==> src/rtl/akf_pkg.sv <==
// Types, constants and microcode table of the angle Kalman filter unit
package akf_pkg;

  localparam int unsigned CHANNELS_DEFAULT = 2;

  localparam int unsigned CFG_IDX_W = 2;
  localparam logic [CFG_IDX_W-1:0] REG_STEP_TIME = 2'd0;
  localparam logic [CFG_IDX_W-1:0] REG_PROC_INC  = 2'd1;
  localparam logic [CFG_IDX_W-1:0] REG_MEAS_VAR  = 2'd2;

  localparam logic [23:0] STEP_TIME_RESET = 24'd67109;
  localparam logic [27:0] PROC_INC_RESET  = 28'd68719;
  localparam logic [31:0] MEAS_VAR_RESET  = 32'd2415919104;
  localparam logic [31:0] VAR_RESET       = 32'd1073741824;
  localparam logic [31:0] GAIN_ONE        = 32'h8000_0000;

  localparam int unsigned DIV_CNT_W = 5;
  localparam logic [DIV_CNT_W-1:0] DIV_LAST_BIT = 5'd31;

  typedef enum logic [1:0] {
    MUL_NONE,
    MUL_RATE,
    MUL_CORR,
    MUL_VAR
  } mul_sel_t;

  typedef enum logic [2:0] {
    OP_NONE,
    OP_PRED,
    OP_DIVINIT,
    OP_DIVSTEP,
    OP_CORR,
    OP_WRBACK
  } op_t;

  typedef enum logic [1:0] {
    JMP_NEXT,
    JMP_LOOP,
    JMP_END
  } jmp_t;

  localparam int unsigned PC_W = 3;
  typedef logic [PC_W-1:0] pc_t;

  localparam pc_t PC_MUL_RATE = 3'd0;
  localparam pc_t PC_PRED     = 3'd1;
  localparam pc_t PC_DIV_INIT = 3'd2;
  localparam pc_t PC_DIV_STEP = 3'd3;
  localparam pc_t PC_MUL_CORR = 3'd4;
  localparam pc_t PC_CORR     = 3'd5;
  localparam pc_t PC_WRBACK   = 3'd6;

  typedef struct packed {
    mul_sel_t mul;
    op_t      op;
    jmp_t     jmp;
    pc_t      target;
  } uword_t;

  typedef struct packed {
    logic     load;
    logic     exec;
    mul_sel_t mul;
    op_t      op;
  } ctrl_t;

  typedef struct packed {
    logic div_last;
    logic out_busy;
  } stat_t;

  function automatic uword_t ucode(input pc_t pc);
    uword_t w;
    case (pc)
      PC_MUL_RATE: w = '{MUL_RATE, OP_NONE,    JMP_NEXT, PC_MUL_RATE};
      PC_PRED:     w = '{MUL_NONE, OP_PRED,    JMP_NEXT, PC_MUL_RATE};
      PC_DIV_INIT: w = '{MUL_NONE, OP_DIVINIT, JMP_NEXT, PC_MUL_RATE};
      PC_DIV_STEP: w = '{MUL_NONE, OP_DIVSTEP, JMP_LOOP, PC_DIV_STEP};
      PC_MUL_CORR: w = '{MUL_CORR, OP_NONE,    JMP_NEXT, PC_MUL_RATE};
      PC_CORR:     w = '{MUL_VAR,  OP_CORR,    JMP_NEXT, PC_MUL_RATE};
      PC_WRBACK:   w = '{MUL_NONE, OP_WRBACK,  JMP_END,  PC_MUL_RATE};
      default:     w = '{MUL_NONE, OP_NONE,    JMP_END,  PC_MUL_RATE};
    endcase
    return w;
  endfunction

  // clamp a 34-bit signed sum to the signed 32-bit range
  function automatic logic [31:0] sat32(input logic [33:0] v);
    logic [31:0] r;
    if (!v[33] && (v[32:31] != 2'b00)) begin
      r = 32'h7FFF_FFFF;
    end else if (v[33] && (v[32:31] != 2'b11)) begin
      r = 32'h8000_0000;
    end else begin
      r = v[31:0];
    end
    return r;
  endfunction

endpackage

==> src/rtl/akf_seq.sv <==
// Microcode sequencer: step counter, control store and jump logic
module akf_seq import akf_pkg::*; (
  input  logic  clk,
  input  logic  rst,
  input  logic  start,
  input  stat_t stat,
  output ctrl_t ctrl,
  output logic  busy
);

  pc_t    pc;
  uword_t word;
  logic   stall;

  always_comb begin
    word      = ucode(pc);
    stall     = (word.op == OP_WRBACK) && stat.out_busy;
    ctrl.load = start;
    ctrl.exec = busy && !stall;
    ctrl.mul  = word.mul;
    ctrl.op   = word.op;
  end

  always_ff @(posedge clk) begin
    if (rst) begin
      busy <= 1'b0;
      pc   <= PC_MUL_RATE;
    end else if (start) begin
      busy <= 1'b1;
      pc   <= PC_MUL_RATE;
    end else if (ctrl.exec) begin
      case (word.jmp)
        JMP_NEXT: pc <= pc + PC_W'(1);
        JMP_LOOP: begin
          if (stat.div_last) begin
            pc <= pc + PC_W'(1);
          end else begin
            pc <= word.target;
          end
        end
        JMP_END: begin
          busy <= 1'b0;
          pc   <= PC_MUL_RATE;
        end
        default: begin
          busy <= 1'b0;
          pc   <= PC_MUL_RATE;
        end
      endcase
    end
  end

endmodule

==> config.mk <==
export PLATFORM = sky130hd
export DESIGN_NAME = akf_seq
export DESIGN_NICKNAME = d
export VERILOG_FILES = /design/src/rtl/akf_pkg.sv /design/src/rtl/akf_seq.sv
export SDC_FILE = /design/constraint.sdc
export NUM_CORES = 1
export LEC_CHECK = 0
export ABC_AREA = 1
export BUFFER_PORTS_ARGS = -buffer_cell sky130_fd_sc_hd__buf_2
export CORE_AREA = 5 5 42 44
export DETAILED_ROUTE_END_ITERATION = 10
export DIE_AREA = 0 0 47 49
export MAX_ROUTING_LAYER = met4
export PLACE_DENSITY = 0.62
export SETUP_SLACK_MARGIN = 0.2
export SLEW_MARGIN = 10
export SYNTH_ARGS = -nofsm -noshare
export SYNTH_HDL_FRONTEND = slang
export SYNTH_SLANG_ARGS = --single-unit
==> constraint.sdc <==
create_clock -name clk -period 1.55 [get_ports clk]
set_input_delay 0.155 -clock clk [delete_from_list [all_inputs] [get_ports clk]]
set_output_delay 0.155 -clock clk [all_outputs]
set_load 0.01 [all_outputs]
After elaboration in Yosys (flattened, before gate mapping)
Index checks and enable logic that the tools add are counted.

word-level totals
  flip-flop bits (word level) = 4
  bits in latches = 0
  memory bits (writable) = 0
  memory bits (read-only) = 0
  input port bits = 5
  output and inout port bits = 8
  memories = 0

cells by class
  $add $sub $neg = 1
  $mul = 0
  divide/modulo/power cells = 0
  $lt $le $gt $ge = 0
  equality and inequality tests = 9
  shift operators = 0
  muxes and demuxes = 6
  bitwise operators = 0
  reduce and logical (&&, ||, !) cells = 9

operators by type and width
  operator             number
  $pmux 10 s7          1
  $eq 3x3->1 const B   4
  $eq 3x2->1 const B   2
  $pmux 3 s2           1
  $reduce_or 2->1      2
  $add 3x1->3 const B  1
  $eq 3x1->1 const B   1
  $logic_not 3->1      1
  $mux 1               3
  $mux 3               1
  $eq 2x1->1 const B   1
  $logic_and 1x1->1    2
  $logic_not 2->1      1
  $ne 2x1->1 const B   1
  $reduce_and 2->1     1
  $reduce_bool 2->1    1
  $logic_not 1->1      1

Depth between registers and ports, before layout
  depth after elaboration = 8
  mapped depth = 11

Worst setup path after synthesis
No wires, ideal clock.

  kind = flip-flop to flip-flop
  start point = register pc[0]
  end point = register pc[2]
  library setup time = 114 ps
  arrival time = 1360 ps
  setup slack = 77 ps
  stages on the path, launching flop included = 11
  path buffers = 0
  clock period less this slack = 1473 ps
  cell sequence = dfxtp_1 ha_1 ha_1 inv_1 o21ai_0 nor2_2 nand2_2 nand2_4 inv_2 nand2_1 a21oi_2

RTL lines
  item                    RTL line       source
  from (decl)             akf_seq.sv:11  pc_t pc;
  from (signal assigned)  akf_seq.sv:33  JMP_NEXT: pc <= pc + PC_W'(1);
  from (signal assigned)  akf_seq.sv:36  pc <= pc + PC_W'(1);
  from (signal assigned)  akf_seq.sv:38  pc <= word.target;

==> flow_summary.json <==
{
  "seqPwrFrac": 0.361,
  "critPathLaunchType": "register",
  "grt_first_pass_wirelength_mm": 1.71,
  "num_vias": 448,
  "ios": 13,
  "hpwl_um": 683,
  "max_freq_ghz": 0.631,
  "layout_common_cells": "14 x nand2_1, 11 x buf_2, 8 x buf_4",
  "final_common_cell": "nand2_1",
  "track_usage": 0.103,
  "hold_violations": 0,
  "grt_max_degree": 6,
  "nets": 96,
  "cts.sinks": 4,
  "dpl_cell_area_um2": 480,
  "yosys-top-cells-area": "dfxtp_1 21%, ha_1 16%, nand2_1 15%, inv_1 8.8%, nand2_2 8.1%",
  "syn2layout_area_growth_pct": 81.2,
  "dieArea_um2": 2300,
  "dr.pass1.iters": 3,
  "clock_latency_ns": 0.23,
  "rsz0062_at_grt": "true",
  "p_switching_uw": 81.6,
  "cts_tree": "built",
  "vias_per_cell": 4.48,
  "avgSynthCellArea_um2": 6.42,
  "path_max_fanout": 4,
  "cap_violations": 0,
  "p_int_uw": 228,
  "crit_buf_inv": 3,
  "power_density_nw_per_um2": 443,
  "cts_hold_buffers": 0,
  "htree_levels": 1,
  "synth_cells": 60,
  "min_period_ns": 1.59,
  "p_leak_uw": 0.000338,
  "drt_iter0_drc": 2,
  "fin_skew_ns": 0.00481,
  "ys_ff_latch": 4,
  "synth_area_um2": 385,
  "ir_worst_vdd_mv": 0.356,
  "clk_pin_slew_ns": 0.04,
  "path_cells": "ha_4, ha_4, inv_4, o21ai_4, nor2_4, nand2_2, nand2_4, inv_4, buf_6",
  "yosysSeqAreaShare": 0.208,
  "grt_pass1_vias": 444,
  "drc": 0,
  "fin_tns_setup_ns": -0.0356,
  "avgRoutedWirePerCell_um": 10.8,
  "clkPwrFrac": 0.403,
  "gp_congestion": 0.806,
  "required_ns": 1.39,
  "cp_slowest_cell": "dfxtp_4",
  "wirelength_mm": 1.08,
  "chipHeight_um": 49,
  "portBuffers": 12,
  "slew_violations": 0,
  "slowest_delay_ns": 0.37,
  "finalInstanceArea_um2": 698,
  "pre_cts_ws_ns": 0.0817,
  "yosysWarningCount": 0,
  "worstMarginPinSlew_ns": 0.208,
  "synth.top_cell.area_share": 0.208,
  "start_util": 0.275,
  "status": "finished with violations",
  "numCtsBuffers": 3,
  "crit_arrival_ns": 1.43,
  "critPathKind": "register to output port",
  "dieWidth_um": 47,
  "synth_fp_nets": 70,
  "setup_viol": 1,
  "clockBufferDepth": 2,
  "pwr-share-comb": 0.236,
  "overflow": 0,
  "num_rows": 14,
  "cts-root-buf": "clkbuf_4",
  "violations": "setup timing",
  "synth_top_area_cell": "dfxtp_1",
  "hold_path_class": "input pin to register",
  "path_delay_family": "flip-flops",
  "antenna_found_initial": 0,
  "diodes": 0,
  "synth.distinct_cells": 16,
  "drtAntennaViolNets": 0,
  "endpoint_kind": "output port",
  "core-area_um2": 1400,
  "finalWorstSetupSlack_ns": -0.0356,
  "switching_share": 0.264,
  "finalCritPeriodShare": 1.02,
  "drive_above_1_share": 0.643,
  "relSlewSlack": 0.861
}
-- cell families (layout without fill, tap and decap cells) --
group / Yosys count / count (layout) / share of synthesized area
and+or+nand+nor: 34 / 34 / 0.429
buffers and inverters: 12 / 36 / 0.127
adders and majority gates: 5 / 5 / 0.162
AOI/OAI and AO/OA: 5 / 5 / 0.0747
DFF: 4 / 4 / 0.208
-- per-stage QoR --
| step | utilization | hold slack (ns) | total power, uW | std cells |
|---|---|---|---|---|
| after floorplan | - | 0.227 | 145 | 60 |
| final | 0.498 | 0.0833 | 309 | 100 |
| after CTS | 0.453 | 0.0801 | 305 | 96 |
| after global placement | 0.343 | 0.327 | 161 | 88 |
| after detailed placement | 0.343 | 0.324 | 161 | 88 |
| after global routing | 0.498 | 0.0948 | 330 | 100 |
-- area by class of cell --
cell class	count	area, um^2
fillers	147	703
multi-input cells	44	368
repair buffers	22	149
flip-flops and latches	4	87.6
inverters	11	51.3
clock buffers	3	22.5
well taps	16	20.0
-- repair_timing --
action                                  CTS  global route
hold endpoints to repair                  0             0
resized for setup                        20            10
buffers inserted                          5             4
endpoints found under the setup margin    9             8
pin swaps                                 8             7
-- power groups by stage --
| stage | logic (uW) | clock network (uW) | registers [uW] |
|---|---|---|---|
| 2_1_floorplan | 30.9 | 0 | 114 |
| 3_3_place_gp | 47.0 | 0 | 114 |
| 3_5_place_dp | 47.7 | 0 | 114 |
| 4_1_cts | 66.0 | 128 | 111 |
| 5_1_grt | 80.8 | 137 | 112 |
| 6_report | 73.0 | 124 | 112 |
-- path summary, 6_finish.rpt --
check,slack [ns],startpoint,endpoint,depth (start not counted)
max,-0.04,pc[0]$_SDFFE_PP0P_,ctrl[5],9
min,0.08,rst,busy$_SDFFE_PP0P_,2
max reg2reg,0.01,pc[0]$_SDFFE_PP0P_,pc[0]$_SDFFE_PP0P_,10
min reg2reg,0.51,pc[2]$_SDFFE_PP0P_,pc[2]$_SDFFE_PP0P_,2
-- routing by layer --
metal	share of wire	global-route usage	vias to the layer above
li1	-	-	236
met1	0.39	0.108	204
met2	0.57	0.183	8
met3	0.040	0.0221	0
met4	0	0.0276	0
met5	0	-	-
-- state kept, by name (all words and copies together), names as in the netlist --
register  cells
busy          1
pc            3
-- Yosys cell counts --
cell / instances
nand3_1: 2
buf_4: 1
nor2_2: 1
a21oi_2: 1
a21oi_1: 3
ha_1: 5
nand2_4: 1
inv_2: 2
or2_2: 1
dfxtp_1: 4
o21ai_0: 1
nand2_1: 15
nor2_1: 5
nand4_1: 4
inv_1: 9
nand2_2: 5
(Power assumes the default switching activity.)
